--- config.mk ---
export PLATFORM = sky130hd
export DESIGN_NAME = sip_div
export DESIGN_NICKNAME = d
export VERILOG_FILES = /design/src/design/sip_pkg.sv /design/src/design/sip_div.sv
export SDC_FILE = /design/constraint.sdc
export NUM_CORES = 2
export LEC_CHECK = 0
export BUFFER_PORTS_ARGS = -buffer_cell sky130_fd_sc_hd__buf_2
export CELL_PAD_IN_SITES_DETAIL_PLACEMENT = 0
export CELL_PAD_IN_SITES_GLOBAL_PLACEMENT = 1
export CORE_MARGIN = 2
export CORE_UTILIZATION = 48
export DETAILED_ROUTE_END_ITERATION = 10
export PLACE_DENSITY_LB_ADDON = 0.1
export RECOVER_POWER = 100
export SYNTH_ARGS = -nofsm -noshare
export SYNTH_HDL_FRONTEND = slang
export SYNTH_SLANG_ARGS = --single-unit
--- constraint.sdc ---
create_clock -name aclk -period 3.8 [get_ports aclk]
set_input_delay 0.76 -clock aclk [delete_from_list [all_inputs] [get_ports aclk]]
set_output_delay 0.76 -clock aclk [all_outputs]
set_load 0.05 [all_outputs]
--- src/design/sip_pkg.sv ---
// ----------------------------------------------------------------------------
// sip_pkg: shared types and constants for the segment intersection pipeline
// Coordinate and fixed point widths, stage widths, the divider tag and the
// final place-and-saturate helper.
// ----------------------------------------------------------------------------
package sip_pkg;

    // coordinate and output formats
    localparam int COORD_BITS = 16;
    localparam int FRAC_BITS  = 8;
    localparam int FIELD_W    = 16;
    localparam int OUT_W      = 24;

    // stream widths
    localparam int S_DATA_W = 8 * FIELD_W;
    localparam int M_DATA_W = ((2 * OUT_W + 7) / 8) * 8;

    // datapath widths
    localparam int DIF_W  = COORD_BITS + 1;       // coordinate difference
    localparam int PRD_W  = 2 * DIF_W;            // difference product
    localparam int AREA_W = PRD_W + 1;            // doubled triangle area
    localparam int A4_W   = AREA_W + 2;           // a3 + a2 - a1
    localparam int DEN_W  = AREA_W + 1;           // a1 - a2, also its magnitude
    localparam int QUO_W  = DIF_W + FRAC_BITS;    // quotient bits before rounding
    localparam int NUM_W  = DEN_W + QUO_W;        // dividend
    localparam int REM_W  = DEN_W + 1;            // shifted partial remainder
    localparam int PNT_W  = COORD_BITS + FRAC_BITS + 3;
    localparam int SAT_W  = (PNT_W > OUT_W + 1) ? PNT_W : OUT_W + 1;
    localparam int DIV_LAT = QUO_W + 1;           // bit stages plus rounding

    localparam logic signed [SAT_W-1:0] OUT_MAX_S = SAT_W'((2 ** (OUT_W - 1)) - 1);
    localparam logic signed [SAT_W-1:0] OUT_MIN_S = SAT_W'(-(2 ** (OUT_W - 1)));

    // side data that rides along with each division
    typedef struct packed {
        logic                         hit;
        logic                         neg;
        logic signed [COORD_BITS-1:0] start;
    } sip_tag_t;

    // one result item
    typedef struct packed {
        logic                    crosses;
        logic signed [OUT_W-1:0] cross_y;
        logic signed [OUT_W-1:0] cross_x;
    } sip_res_t;

    // start scaled to fixed point plus signed rounded offset, saturated
    function automatic logic signed [OUT_W-1:0] sip_place(input sip_tag_t tag,
                                                          input logic [QUO_W:0] quo);
        logic signed [SAT_W-1:0] base;
        logic signed [SAT_W-1:0] off;
        logic signed [SAT_W-1:0] sum;
        base = SAT_W'(tag.start) <<< FRAC_BITS;
        off  = SAT_W'(signed'({1'b0, quo}));
        if (tag.neg) begin
            off = -off;
        end
        sum = base + off;
        if (sum > OUT_MAX_S) begin
            sum = OUT_MAX_S;
        end else if (sum < OUT_MIN_S) begin
            sum = OUT_MIN_S;
        end
        return sum[OUT_W-1:0];
    endfunction

endpackage

--- src/design/sip_div.sv ---
// ----------------------------------------------------------------------------
// sip_div: pipelined restoring divider with round to nearest
// One quotient bit per stage, then a rounding stage; the dividend is known
// to give a quotient below 2^QUO_W, so the remainder starts from its top part.
// ----------------------------------------------------------------------------
module sip_div (
    input  logic                       aclk,
    input  logic                       en,
    input  logic [sip_pkg::NUM_W-1:0]  num_in,
    input  logic [sip_pkg::DEN_W-1:0]  den_in,
    input  sip_pkg::sip_tag_t          tag_in,
    output logic [sip_pkg::QUO_W:0]    quo_out,
    output sip_pkg::sip_tag_t          tag_out
);
    import sip_pkg::*;

    logic [DEN_W-1:0] rem_reg [1:QUO_W];
    logic [QUO_W-1:0] low_reg [1:QUO_W];
    logic [QUO_W-1:0] quo_reg [1:QUO_W];
    logic [DEN_W-1:0] den_reg [1:QUO_W];
    sip_tag_t         tag_reg [1:QUO_W];

    logic [QUO_W:0]   quo_out_reg;
    sip_tag_t         tag_out_reg;

    logic [REM_W-1:0] round_trial;
    logic             round_up;

    // one quotient bit per stage
    for (genvar k = 0; k < QUO_W; k++) begin : g_bit
        logic [DEN_W-1:0] rem_in;
        logic [QUO_W-1:0] low_in;
        logic [QUO_W-1:0] quo_in;
        logic [DEN_W-1:0] den_st;
        sip_tag_t         tag_st;
        logic [REM_W-1:0] trial;
        logic [REM_W-1:0] diff;
        logic             take;

        if (k == 0) begin : g_first
            assign rem_in = num_in[NUM_W-1:QUO_W];
            assign low_in = num_in[QUO_W-1:0];
            assign quo_in = '0;
            assign den_st = den_in;
            assign tag_st = tag_in;
        end else begin : g_next
            assign rem_in = rem_reg[k];
            assign low_in = low_reg[k];
            assign quo_in = quo_reg[k];
            assign den_st = den_reg[k];
            assign tag_st = tag_reg[k];
        end

        // shift in the next dividend bit and try the subtraction
        assign trial = {rem_in, low_in[QUO_W-1]};
        assign diff  = trial - {1'b0, den_st};
        assign take  = (trial >= {1'b0, den_st});

        always_ff @(posedge aclk) begin
            if (en) begin
                rem_reg[k+1] <= take ? diff[DEN_W-1:0] : trial[DEN_W-1:0];
                low_reg[k+1] <= low_in << 1;
                quo_reg[k+1] <= {quo_in[QUO_W-2:0], take};
                den_reg[k+1] <= den_st;
                tag_reg[k+1] <= tag_st;
            end
        end
    end

    // round half up on twice the remainder
    assign round_trial = {rem_reg[QUO_W], 1'b0};
    assign round_up    = (round_trial >= {1'b0, den_reg[QUO_W]});

    always_ff @(posedge aclk) begin
        if (en) begin
            quo_out_reg <= {1'b0, quo_reg[QUO_W]} + (QUO_W + 1)'(round_up);
            tag_out_reg <= tag_reg[QUO_W];
        end
    end

    assign quo_out = quo_out_reg;
    assign tag_out = tag_out_reg;

endmodule

* Yosys cells after proc, flatten, opt, wreduce, memory -nomap -nowiden *
Memory sizes are Yosys's and may differ from the RTL's. A register that Yosys moved wholly into a read port is not among the register bits.
Cells that the tools add are included.
W data, S select, Z words.

word-level totals
  output and inout port bits = 44
  memories kept = 5
  bits in registers = 26
  bits in writable memories = 3475

memory list
  memory   depth  width  rd ports  clocked after memory_dff  write ports  line           source
  den_reg  25     36     25        0                         25           sip_div.sv:20  logic [DEN_W-1:0] den_reg [1:QUO_W];
  rem_reg  25     36     25        0                         25           sip_div.sv:17  logic [DEN_W-1:0] rem_reg [1:QUO_W];
  quo_reg  25     25     25        0                         25           sip_div.sv:19  logic [QUO_W-1:0] quo_reg [1:QUO_W];
  low_reg  25     24     24        0                         25           sip_div.sv:18  logic [QUO_W-1:0] low_reg [1:QUO_W];
  tag_reg  25     18     25        1                         25           sip_div.sv:21  sip_tag_t tag_reg [1:QUO_W];

operators by class
  order comparisons = 26
  mux-type cells = 27
  $add $sub $neg = 26

operator list
  operator          number
  $ge A37 B36 Y1    26
  $mux W36          25
  $sub A36 B36 Y36  25
  $add A25 B1 Y26   1
  $mux W1           2

* Longest topological paths before layout *
An unclocked memory read counts as a cell.

  depth after elaboration = 3
  gate-level depth with buffers = 21
  mapped depth without buffers = 21

* Least setup slack after synthesis *
No wires, ideal clock.

  kind = input to register
  from = input port den_in[6] in the netlist's numbering
  to = register, netlist name rem_reg[0][61]
  arrival time = 3407 ps
  path buffers = 2
  data required time = 3530 ps
  slack = 123 ps
  stages = 14
  path through = inv_1 -> ha_1 -> a21o_1 -> a21o_1 -> a21oi_1 -> nand2_1 -> o21ai_0 -> o21ai_0 -> a31o_2 -> a221o_1 -> buf_1 -> clkbuf_1 -> nor2_1 -> a21oi_1

RTL lines
  element          line           source
  start, declared  sip_div.sv:10  input logic [sip_pkg::DEN_W-1:0] den_in,

==> summary.md <==
| Metric | Value |
|---|---|
| Syn_area_per_cell | `12.3 um2` |
| Fillers | `25.2k` |
| Pwr Total | `150 mW` |
| Global-route wire length before repair | `561 mm` |
| GP Congestion | `0.918` |
| Num CTS Buffers | `322` |
| 1st-pass router iterations | `8` |
| Per-cell routed wire length | `21.2 um` |
| Max-Cap Viols | `1` |
| Req. time, crit path | `4.44 ns` |
| Via density per instance | `5.49` |
| Number of setup violations in the final report | `271` |
| Post-detailed-route count of antenna-violating nets | `0` |
| Synth top area share | `0.599` |
| EDFF count, synth | `2919` |
| Clk pin slew, worst setup/hold paths | `0.06 ns` |
| Synth-to-layout area growth | `18.3%` |
| Register area | `87700 um2` |
| Post-layout util | `0.571` |
| Vias | `96.3k` |
| Worst Setup End Kind | `flip-flop` |
| Switching Fraction | `0.363` |
| CTS H-Tree Depth | `5` |
| Setup Crit Path Kind | `reg -> reg` |
| Worst hold slack | `0.134 ns` |
| Core region area | `303000 um2` |
| Hold Vio Cnt, Final | `0` |
| Clk_skew | `0.0819 ns` |
| Pwr/cell area | `869 nW/um2` |
| Row count | `202` |
| Net Sw Power | `54.6 mW` |
| Synth cell types | `95` |
| Rel. slew slack | `-0.856` |
| CTS sink cnt | `2919` |
| Critical Path Start Type | `flip-flop` |
| GR Util All Layers | `0.235` |
| Cell taking the most area after synthesis | `edfxtp_1` |
| Unrepaired setup endpoints after global routing | `true` |
| Dpl hpwl | `279 mm` |
| Sequential fraction of the synthesis area | `0.599` |
| CTS tree | `done` |
| Fin. max-slew vios | `67` |
| Die Y | `556 um` |
| Tmin final | `4.21 ns` |
| Final #Nets | `14.4k` |
| Multi-input logic area | `55000 um2` |
| I/O pin count | `161` |
| Post-route insts no fill | `17.5k` |
| Worst setup slack after layout | `-0.414 ns` |
| Synth Net Count | `13.0k` |
| Clock Path Buffers | `4` |
| Worst-skew pair later-pin latency | `0.95 ns` |
| Total Wirelength | `372 mm` |
| Post-synth ARST share | `0` |
| Final period utilization | `1.11` |
| Drt drc | `0` |
| Root buf cell | `clkbuf_16` |
| CP max FO | `3` |
| Ranking of synthesized cells by area | `edfxtp_1 60%, ha_1 8.0%, a21oi_1 4.3%` |
| Combinational share of power | `0.451` |
| Synth Flop Type | `edfxtp_1` |
| Worst VDD drop | `0.526 mV` |
| Vias in the first global route | `93.7k` |
| Starting Density | `0.483` |
| Internal power | `95.8 mW` |
| Pleak | `70.3 nW` |
| Cells after DPL | `16.8k` |
| Cell area after synthesis | `146000 um2` |
| Die area | `309000 um2` |
| Status | `finished with violations` |
| Slew of the pin with the lowest slew margin | `2.78 ns` |
| Clock network fraction of total power | `0.212` |
| Hold Path Class | `in -> reg` |
| Worst path arrival time | `4.85 ns` |
| Failing checks | `capacitance limit, slew limit, setup timing` |
| Sequential power share | `0.337` |
| Register bit total from synthesis | `2919` |
| Die Width | `556 um` |
| Initial antenna violation count | `15` |
| Max Fclk | `0.237 GHz` |
| Fraction of layout instances using a drive strength above 1 | `0.162` |
| DRT iter0 DRCs | `7687` |
| I/O Buffers | `160` |
| Cells after Synth | `11.9k` |
| Syn. warnings | `0` |
| Pin count of the biggest net entering global routing | `110` |
| Total congestion overflow | `0` |
## path summary, 6_finish.rpt
path / start / to / slack [ns] / depth (start not counted)
worst min register to register: quo_reg[0][276] / quo_reg[0][302] / 0.39 / 0
worst max register to register: den_reg[1][325] / quo_out[24] / -0.41 / 21
worst min-delay path: den_in[29] / den_reg[0][65] / 0.13 / 1
worst max-delay path: den_reg[1][325] / quo_out[24] / -0.41 / 21
## routing by layer
layer,vias up,track usage,wire (um)
met4,2,0.0544,8530
met5,-,0,13
met1,46900,0.352,180000
met3,448,0.0264,18300
li1,46700,-,-
met2,2245,0.366,166000
## Yosys cell counts (58+ instances only)
| cell type | n |
|---|---|
| buf_2 | 73 |
| nor2_1 | 874 |
| nand2_1 | 559 |
| xnor2_1 | 514 |
| a21oi_1 | 1259 |
| a21o_1 | 490 |
| o21a_1 | 121 |
| nor2b_1 | 154 |
| nand3_1 | 191 |
| a211oi_1 | 59 |
| nor3_1 | 98 |
| o21ai_0 | 515 |
| clkbuf_1 | 172 |
| o21bai_1 | 103 |
| o31ai_1 | 58 |
| ha_1 | 937 |
| inv_1 | 1169 |
| nand2b_1 | 128 |
| edfxtp_1 | 2919 |
| nand4_1 | 137 |
| a31oi_1 | 75 |
| xor2_1 | 271 |
| mux2_2 | 302 |
| and3_1 | 89 |
## critical path, cell delays in order (launching register included)
cell,delay [ns]
edfxtp_1,0.37
inv_1,0.06
ha_1,0.22
nor2b_1,0.13
o21a_1,0.17
o21ai_1,0.13
nand2b_1,0.08
a21oi_2,0.18
o21ai_2,0.10
a221oi_4,0.39
o311ai_4,0.15
a221oi_2,0.31
o21ai_1,0.09
a2111o_1,0.51
ha_4,0.25
ha_4,0.18
nand3_4,0.09
buf_12,0.15
nor4_4,0.08
nand2_4,0.11
nor3_1,0.06
xor2_1,0.14
## timing repair
action / 4_1_cts / 5_1_grt
hold buffers: 53 / 0
cloned: 8 / 13
hold endpoints to repair: 53 / 0
pin swaps: 53 / 122
resized for setup: 168 / 272
buffers inserted: 30 / 57
setup endpoints to repair: 241 / 625
## power groups by stage
| stage | clock, mW | sequential [mW] | combinational, mW |
|---|---|---|---|
| 2_1_floorplan | 0 | 48.5 | 43.3 |
| 3_3_place_gp | 0 | 51.3 | 63.3 |
| 3_5_place_dp | 0 | 51.2 | 63.6 |
| 4_1_cts | 32.7 | 50.7 | 65.9 |
| 5_1_grt | 33.9 | 51.3 | 74.8 |
| 6_report | 31.9 | 50.7 | 67.9 |
## placed cells by master, fill, tap and decap left out, types with 43 or more instances in the layout
master | synthesis | final
a211oi_1 | 59 | 47
a21o_1 | 490 | 489
a21oi_1 | 1259 | 1223
a31oi_1 | 75 | 67
and3_1 | 89 | 88
buf_12 | 0 | 48
buf_2 | 73 | 81
buf_4 | 4 | 831
bufinv_16 | 0 | 43
clkbuf_1 | 172 | 202
clkbuf_16 | 0 | 334
clkbuf_4 | 0 | 89
clkinv_1 | 0 | 57
clkinv_2 | 0 | 47
dlygate4sd3_1 | 0 | 53
edfxtp_1 | 2919 | 2919
ha_1 | 937 | 912
inv_1 | 1169 | 1161
mux2_2 | 302 | 253
mux2_4 | 0 | 49
nand2_1 | 559 | 555
nand2b_1 | 128 | 124
nand3_1 | 191 | 184
nand4_1 | 137 | 137
nor2_1 | 874 | 862
nor2b_1 | 154 | 143
nor3_1 | 98 | 88
o211ai_1 | 45 | 45
o21a_1 | 121 | 120
o21ai_0 | 515 | 489
o21bai_1 | 103 | 100
xnor2_1 | 514 | 512
xor2_1 | 271 | 271
## cells by family after synthesis
| group | Yosys count | synth area share |
|---|---|---|
| buffers and inverters | 1432 | 0.0377 |
| XOR/XNOR | 785 | 0.0470 |
| AO/OA/AOI/OAI | 3084 | 0.131 |
| adder cells (fa/ha/maj) | 962 | 0.0835 |
| multiplexers | 316 | 0.0242 |
| AND/OR/NAND/NOR | 2430 | 0.0779 |
| flip-flops | 2919 | 0.599 |
## metrics by stage
stage	setup slack [ns]	cell area (um2)	setup TNS [ns]
floorplan	0.123	146000	0
global placement	-1.78	160000	-51.74
detailed placement	-1.75	160000	-49.51
CTS	-0.508	172000	-10.22
global route	-0.576	173000	-175.00
finish	-0.414	173000	-20.95
## layout make-up
type	instances	area share
flip-flops and latches	2919	0.506
multi-input cells	7577	0.318
repair buffers	1315	0.0588
clock buffers	385	0.0479
well taps	3978	0.0288
inverters	1171	0.0255
clock inverters	200	0.0149
diodes	4	0.0000578
(Power assumes the default switching activity.)
